$ cat config.mk
export PLATFORM = sky130hd
export DESIGN_NAME = local_interrupt_timer
export DESIGN_NICKNAME = d
export VERILOG_FILES = /design/src/hdl/lit_pkg.sv /design/src/hdl/lit_prescaler.sv /design/src/hdl/lit_core.sv /design/src/hdl/local_interrupt_timer.sv
export VERILOG_INCLUDE_DIRS = /design/src /design/src/hdl
export SDC_FILE = /design/constraint.sdc
export NUM_CORES = 1
export LEC_CHECK = 0
export BUFFER_PORTS_ARGS = -buffer_cell sky130_fd_sc_hd__buf_2
export CAP_MARGIN = 20
export CELL_PAD_IN_SITES_DETAIL_PLACEMENT = 0
export CELL_PAD_IN_SITES_GLOBAL_PLACEMENT = 1
export CORE_AREA = 2 2 155 157
export DETAILED_ROUTE_END_ITERATION = 10
export DIE_AREA = 0 0 157 159
export GPL_ROUTABILITY_DRIVEN = 0
export GPL_TIMING_DRIVEN = 0
export MAX_ROUTING_LAYER = met4
export PLACE_DENSITY = 0.56
export SYNTH_ARGS = -nofsm -noshare
export SYNTH_HDL_FRONTEND = slang
export SYNTH_SLANG_ARGS = --single-unit
$ cat constraint.sdc
create_clock -name i_clk -period 4.4 [get_ports i_clk]
set_clock_uncertainty 0.2 [all_clocks]
set_input_delay 0.88 -clock i_clk [delete_from_list [all_inputs] [get_ports i_clk]]
set_output_delay 0.88 -clock i_clk [all_outputs]
set_load 0.03 [all_outputs]
$ cat src/hdl/local_interrupt_timer_assert.svh
// Assertion macros for the local interrupt timer.
`ifndef LOCAL_INTERRUPT_TIMER_ASSERT_SVH
`define LOCAL_INTERRUPT_TIMER_ASSERT_SVH

// Same-cycle implication, sampled on i_clk, off during reset.
`define LIT_ASSERT_NOW(lbl, ante, cons, msg) \
    lbl: assert property (@(posedge i_clk) disable iff (!i_rst_n) \
        (ante) |-> (cons)) else $error(msg);

// Next-cycle implication, sampled on i_clk, off during reset.
`define LIT_ASSERT_NEXT(lbl, ante, cons, msg) \
    lbl: assert property (@(posedge i_clk) disable iff (!i_rst_n) \
        (ante) |=> (cons)) else $error(msg);

`endif

$ cat src/hdl/lit_pkg.sv
// Types and constants shared by the local interrupt timer modules.
`default_nettype none

package lit_pkg;

    localparam int DATA_BITS = 32;
    localparam int VEC_BITS  = 8;
    localparam int MODE_BITS = 2;
    localparam int DIV_BITS  = 4;
    localparam int PRE_BITS  = 7;
    localparam int MASK_POS  = 16;
    localparam int MODE_POS  = 17;

    localparam logic [1:0] CMD_TICK  = 2'd0;
    localparam logic [1:0] CMD_WRITE = 2'd1;
    localparam logic [1:0] CMD_READ  = 2'd2;

    localparam logic [1:0] SEL_ENTRY   = 2'd0;
    localparam logic [1:0] SEL_INITIAL = 2'd1;
    localparam logic [1:0] SEL_CURRENT = 2'd2;
    localparam logic [1:0] SEL_DIVIDE  = 2'd3;

    localparam logic [MODE_BITS-1:0] MODE_PERIODIC = 2'd1;

    typedef struct packed {
        logic step;
        logic clear;
    } t_pre_ctl;

    typedef struct packed {
        logic [DATA_BITS-1:0] read_data;
        logic                 irq_fire;
        logic [VEC_BITS-1:0]  irq_vector;
    } t_result;

endpackage

`default_nettype wire

$ cat src/hdl/lit_prescaler.sv
// Clock prescaler: divides ticks by a power of two chosen by the divide code.
`default_nettype none

module lit_prescaler import lit_pkg::*; (
    input  wire                i_clk,
    input  wire                i_rst_n,
    input  t_pre_ctl           i_ctl,
    input  wire [DIV_BITS-1:0] i_divide_code,
    output logic               o_divided
);

    logic [PRE_BITS-1:0] r_prescale;
    logic [PRE_BITS-1:0] n_prescale;
    logic [2:0]          shift;
    logic [PRE_BITS-1:0] limit;

    always_comb begin
        shift      = {i_divide_code[3], i_divide_code[1:0]} + 3'd1;
        limit      = PRE_BITS'((8'd1 << shift) - 8'd1);
        o_divided  = i_ctl.step && (r_prescale >= limit);
        n_prescale = r_prescale;
        if (i_ctl.clear) begin
            n_prescale = '0;
        end else if (i_ctl.step) begin
            n_prescale = o_divided ? '0 : r_prescale + 1'b1;
        end
    end

    always_ff @(posedge i_clk) begin
        if (!i_rst_n) begin
            r_prescale <= '0;
        end else begin
            r_prescale <= n_prescale;
        end
    end

endmodule

`default_nettype wire

$ cat src/hdl/lit_core.sv
// Timer registers, count-down logic and register read decode.
`default_nettype none

module lit_core import lit_pkg::*; #(
    parameter int COUNT_BITS = 32
) (
    input  wire                 i_clk,
    input  wire                 i_rst_n,
    input  wire                 i_accept,
    input  wire [1:0]           i_command,
    input  wire [1:0]           i_reg_select,
    input  wire [DATA_BITS-1:0] i_write_data,
    output t_result             o_result
);

    logic [VEC_BITS-1:0]   r_vector;
    logic                  r_mask;
    logic [MODE_BITS-1:0]  r_mode;
    logic [COUNT_BITS-1:0] r_reload;
    logic [COUNT_BITS-1:0] r_count;
    logic [DIV_BITS-1:0]   r_divide;

    logic [VEC_BITS-1:0]   n_vector;
    logic                  n_mask;
    logic [MODE_BITS-1:0]  n_mode;
    logic [COUNT_BITS-1:0] n_reload;
    logic [COUNT_BITS-1:0] n_count;
    logic [DIV_BITS-1:0]   n_divide;

    t_pre_ctl              pre_ctl;
    logic                  divided;
    logic [COUNT_BITS-1:0] count_dec;

    lit_prescaler u_prescaler (
        .i_clk         (i_clk),
        .i_rst_n       (i_rst_n),
        .i_ctl         (pre_ctl),
        .i_divide_code (r_divide),
        .o_divided     (divided)
    );

    always_comb begin
        pre_ctl.step  = i_accept && (i_command == CMD_TICK);
        pre_ctl.clear = i_accept && (i_command == CMD_WRITE) &&
                        (i_reg_select == SEL_INITIAL);
    end

    always_comb begin
        n_vector  = r_vector;
        n_mask    = r_mask;
        n_mode    = r_mode;
        n_reload  = r_reload;
        n_count   = r_count;
        n_divide  = r_divide;
        count_dec = r_count - 1'b1;
        o_result  = '0;
        unique case (i_command)
            CMD_TICK: begin
                if (divided && (r_count != '0)) begin
                    n_count = count_dec;
                    if (count_dec == '0) begin
                        if (r_mode == MODE_PERIODIC) begin
                            n_count = r_reload;
                        end
                        if (!r_mask) begin
                            o_result.irq_fire   = 1'b1;
                            o_result.irq_vector = r_vector;
                        end
                    end
                end
            end
            CMD_WRITE: begin
                unique case (i_reg_select)
                    SEL_ENTRY: begin
                        n_vector = i_write_data[VEC_BITS-1:0];
                        n_mask   = i_write_data[MASK_POS];
                        n_mode   = i_write_data[MODE_POS +: MODE_BITS];
                    end
                    SEL_INITIAL: begin
                        n_reload = COUNT_BITS'(i_write_data);
                        n_count  = COUNT_BITS'(i_write_data);
                    end
                    SEL_DIVIDE: begin
                        n_divide = i_write_data[DIV_BITS-1:0];
                    end
                    default: begin
                    end
                endcase
            end
            CMD_READ: begin
                unique case (i_reg_select)
                    SEL_ENTRY: begin
                        o_result.read_data = DATA_BITS'({r_mode, r_mask, 8'd0, r_vector});
                    end
                    SEL_INITIAL: o_result.read_data = DATA_BITS'(r_reload);
                    SEL_CURRENT: o_result.read_data = DATA_BITS'(r_count);
                    SEL_DIVIDE:  o_result.read_data = DATA_BITS'(r_divide);
                    default:     o_result.read_data = '0;
                endcase
            end
            default: begin
            end
        endcase
    end

    always_ff @(posedge i_clk) begin
        if (!i_rst_n) begin
            r_vector <= '0;
            r_mask   <= 1'b1;
            r_mode   <= '0;
            r_reload <= '0;
            r_count  <= '0;
            r_divide <= '0;
        end else if (i_accept) begin
            r_vector <= n_vector;
            r_mask   <= n_mask;
            r_mode   <= n_mode;
            r_reload <= n_reload;
            r_count  <= n_count;
            r_divide <= n_divide;
        end
    end

endmodule

`default_nettype wire

$ cat src/hdl/local_interrupt_timer.sv
// Local interrupt timer top level: item handshake and result register.
//
//   channel  | direction | handshake                | payload
//   ---------+-----------+--------------------------+------------------------------------
//   in       | input     | i_in_valid / o_in_ready  | i_command, i_reg_select, i_write_data
//   out      | output    | o_out_valid / i_out_ready| o_read_data, o_irq_fire, o_irq_vector
//
// One item per cycle while the result is not stalled; each item's result is in the result
// register in the cycle after it is accepted, set by the single decode/count-down pass.
// Synchronous active-low reset; the entry comes up masked, counts at zero.
// A stalled result holds; a new item is taken whenever the result register
// is empty or is being emptied in the same cycle.
`default_nettype none

module local_interrupt_timer import lit_pkg::*; #(
    parameter int COUNT_BITS = 32
) (
    input  wire                  i_clk,
    input  wire                  i_rst_n,
    input  wire                  i_in_valid,
    output logic                 o_in_ready,
    input  wire [1:0]            i_command,
    input  wire [1:0]            i_reg_select,
    input  wire [DATA_BITS-1:0]  i_write_data,
    output logic                 o_out_valid,
    input  wire                  i_out_ready,
    output logic [DATA_BITS-1:0] o_read_data,
    output logic                 o_irq_fire,
    output logic [VEC_BITS-1:0]  o_irq_vector
);

`include "local_interrupt_timer_assert.svh"

    logic    accept;
    t_result result;
    t_result r_result;
    logic    r_out_valid;

    assign o_in_ready = !r_out_valid || i_out_ready;
    assign accept     = i_in_valid && o_in_ready;

    lit_core #(
        .COUNT_BITS (COUNT_BITS)
    ) u_core (
        .i_clk        (i_clk),
        .i_rst_n      (i_rst_n),
        .i_accept     (accept),
        .i_command    (i_command),
        .i_reg_select (i_reg_select),
        .i_write_data (i_write_data),
        .o_result     (result)
    );

    always_ff @(posedge i_clk) begin
        if (!i_rst_n) begin
            r_out_valid <= 1'b0;
        end else if (accept) begin
            r_out_valid <= 1'b1;
        end else if (i_out_ready) begin
            r_out_valid <= 1'b0;
        end
    end

    always_ff @(posedge i_clk) begin
        if (accept) begin
            r_result <= result;
        end
    end

    assign o_out_valid  = r_out_valid;
    assign o_read_data  = r_result.read_data;
    assign o_irq_fire   = r_result.irq_fire;
    assign o_irq_vector = r_result.irq_vector;

    `LIT_ASSERT_NEXT(a_accept_gives_result, accept, r_out_valid, "accepted item left no result")
    `LIT_ASSERT_NOW(a_vector_only_on_fire, r_out_valid && !r_result.irq_fire,
        r_result.irq_vector == '0, "vector set without interrupt")
    `LIT_ASSERT_NOW(a_fire_only_on_tick, r_out_valid && r_result.irq_fire,
        r_result.read_data == '0, "interrupt on a read result")
    `LIT_ASSERT_NEXT(a_stall_holds, r_out_valid && !i_out_ready,
        r_out_valid && $stable(r_result), "stalled result changed")

endmodule

`default_nettype wire

==> results by group <==
Critical path
  • CP Max Fanout: 10
  • Arrival @ worst endpoint: 4.21 ns
  • FF-to-FF path depth: 11
  • Critical path data required time: 4.53 ns
  • Setup crit end kind: register
  • Startpoint Class: register
  • Class of the most critical setup path: reg2reg

Die
  • Initial cell density of the core: 29.6%
  • Die area: about 25000 sq um
  • Chip width: 157 um
  • Die Ht: 159 um
  • Core box area: ~23000 sq um
  • Io pins: between 80 and 90
  • FP Rows: 56

Layout
  • Most frequent cells in the layout: 109 x nand2_1, 98 x nor2_1, 87 x dfxtp_1
  • Number of filler cells placed in the layout: 2487
  • Area of all sequential standard cells: 2970 sq um
  • Final Non-Filler Cells: 1211
  • Area Growth Syn to Fin: 21.0%
  • Post-route cell area: 8320 sq um
  • # nets final: around 930
  • Layout cells sized above 1: 17.5%
  • Commonest non-fill, non-tap cell in the layout: nand2_1
  • # diodes: 0
  • Multi-input gate area: about 3600 sq um

Power and ir drop
  • Sw Share: 30.8%
  • Switch Pwr: a little over 1 mW
  • Overall power: 3.29 mW
  • Int Power: 2.28 mW
  • Maximum vdd ir drop: 0.000161 V
  • P per Cell Area: between 300 and 400 nW/um^2
  • Static Leakage: 3.15 nW
  • Reg power frac: 38.8%
  • Clock power share: 43.7%
  • Gate power share: 17.5%

STA
  • Slew Viols, Final: 0
  • Unrepaired setup endpoints after global routing: no
  • Slew @ Worst Pin: 0.916 ns
  • Fin crit share: 92.8%
  • Fin. Hold Viols: 0
  • Fin Hold WS: 0.273 ns
  • Fmax: 0.245 GHz
  • Post-layout min period: roughly 4 ns
  • Final setup fails: 0
  • Max_slew headroom: ~39%

Detailed routing
  • WL final: 24600 um
  • Via count: 6149
  • DRC viols: 0
  • Post-DRT Antenna Nets: 0
  • DRT Pass-1 Iters: 5
  • Average wire per standard cell: about 20 um
  • Via density: about 5.1
  • DRT iter0 DRCs: 468

Worst hold path
  • Type of the tightest min-delay check: reg2reg
  • Hold Path Depth: 2

Place
  • PortBufs: 80
  • DP Wirelength: 18000 um
  • Post-DP Area: 7690 sq um
  • DP Cell Count: 1178

CTS
  • Clock Tree Root: clkbuf_16
  • TritonCTS Sinks: 128
  • CTS Buffer Depth: 2
  • CTS tree: done
  • Clk slew on worst S/H paths: around 0.06 ns
  • Num CTS Buffers: 17
  • CTS HTree Levels: 4
  • Skew-Pair Late Insertion Delay: 0.43 ns
  • Hold_buf cts: 0

Synthesis
  • Largest family of logic cells by synthesized area: simple AND/OR/NAND/NOR gates
  • Mux cell area share after synthesis: 3.35%
  • Synthesized instance count: 778
  • Async set-reset flop share out of synthesis: 0%
  • Mapped Area: 6870 sq um
  • Sequential share of the synthesized area: roughly 43%
  • Synth Area in Compound Gates: 13.4%
  • Primary FF master, synth: dfxtp_1
  • Netlist cell types: 58
  • EDFF count, synth: 41
  • Post-Synth Simple-Gate Area: about 29%
  • Post-synth net total: 830
  • Synth warn: 0
  • XOR/XNOR share of the synthesized area: 4.46%
  • Flops & latches, synth: around 130
  • Adder-cell share of the synthesized area: around 2.2%
  • Synthesized area per cell: 8.84 sq um

GRT
  • Tot GR Track Use: 20.6%
  • Grt ovf: 0
  • Initial antenna violation count: 0
  • Largest net degree at the start of global routing: 23
  • First-pass GRT wire length: between 30000 and 40000 um
  • Vias in the first global route: 6044

Status
  • Status: complete, no violations

Job
  • MaxCap Viol Count: 0
## worst paths after layout
check / from / to / slack [ns]
max: u_core.r_count[0] / u_core.r_count[22] / 0.32
min: u_core.r_vector[5] / u_core.r_vector[5] / 0.27
max reg2reg: u_core.r_count[0] / u_core.r_count[22] / 0.32
min reg2reg: u_core.r_vector[5] / u_core.r_vector[5] / 0.27
## logic make-up after synthesis
group / after synthesis
flip-flops: 128
AND/OR/NAND/NOR: 374
adder cells (fa/ha/maj): 12
AO/OA/AOI/OAI: 136
buffers and inverters: 75
multiplexers: 18
XOR/XNOR: 35
## synth_stat cells, types with 19 or more instances
master,count,area [sq um]
nand2_1,109,409
nor2_1,98,368
dfxtp_1,87,1740
a21oi_1,55,275
clkbuf_1,50,188
edfxtp_1,41,1230
a211oi_1,29,218
and3b_1,27,236
nor4_1,24,150
a22oi_1,22,165
xor2_1,20,175
nand3_1,19,95.1
nor3_1,19,95.1
## sequential cells by signal, summed over array words and instances (netlist names)
signal and flops:
o_irq_fire 1, u_core.r_mode 2, o_out_valid 1, u_core.r_mask 1
u_core.u_prescaler.r_prescale 7, u_core.r_divide 4, u_core.r_reload 32, u_core.r_count 32
u_core.r_vector 8, o_read_data 32, o_irq_vector 8
## per-layer routing
layer / part of all wire [%] / GRT usage (%) / up-vias
met3: 4.3 / 3.51 / 33
met1: 47 / 27.8 / 2949
met2: 47 / 32.0 / 169
met5: 0 / - / -
li1: - / - / 2998
met4: 1.6 / 5.46 / 0
## cell type report
cell class	instances	share of cell area, %
buffer	64	3.32
clock buffer	17	5.11
clock inverter	15	1.90
inverter	11	0.496
multi-input combinational	575	43.3
sequential	128	35.7
tap	319	4.80
timing repair buffer	82	5.29
## timing repair
| item | 4_1_cts | 5_1_grt |
|---|---|---|
| endpoints found under the hold margin | 0 | 0 |
| resized for setup | 1 | 18 |
| setup buffers | 0 | 1 |
| endpoints found under the setup margin | 9 | 41 |
| pin swaps | 0 | 1 |
## power groups by stage
stage / Clock, mW / Sequential (mW) / Combinational, mW
6_report: 1.44 / 1.27 / 0.576
3_5_place_dp: 0 / 1.30 / 0.571
2_1_floorplan: 0 / 1.33 / 0.350
3_3_place_gp: 0 / 1.30 / 0.575
4_1_cts: 1.47 / 1.27 / 0.575
5_1_grt: 1.51 / 1.28 / 0.626
## stage by stage
stage                     worst slack, ns  TNS (ns)  utilization (%)
after detailed placement           -0.178     -2.08             33.2
after global placement             -0.248     -3.53             33.1
after floorplan                     0.947         0                -
after CTS                          0.0342         0             35.7
final                               0.318         0             35.9
after global routing               0.0263         0             35.9
## critical path, stage by stage (launching register included)
cell and delay (ns):
dfxtp_1 0.39, inv_1 0.14, ha_1 0.33, or4b_2 0.71
nor4_2 0.42, nand3_1 0.16, xnor2_1 0.35, nand4_1 0.20
nor4_4 0.41, buf_4 0.31, a211oi_1 0.12, nor4_2 0.25
No activity file was read; power rests on OpenSTA's default activity.
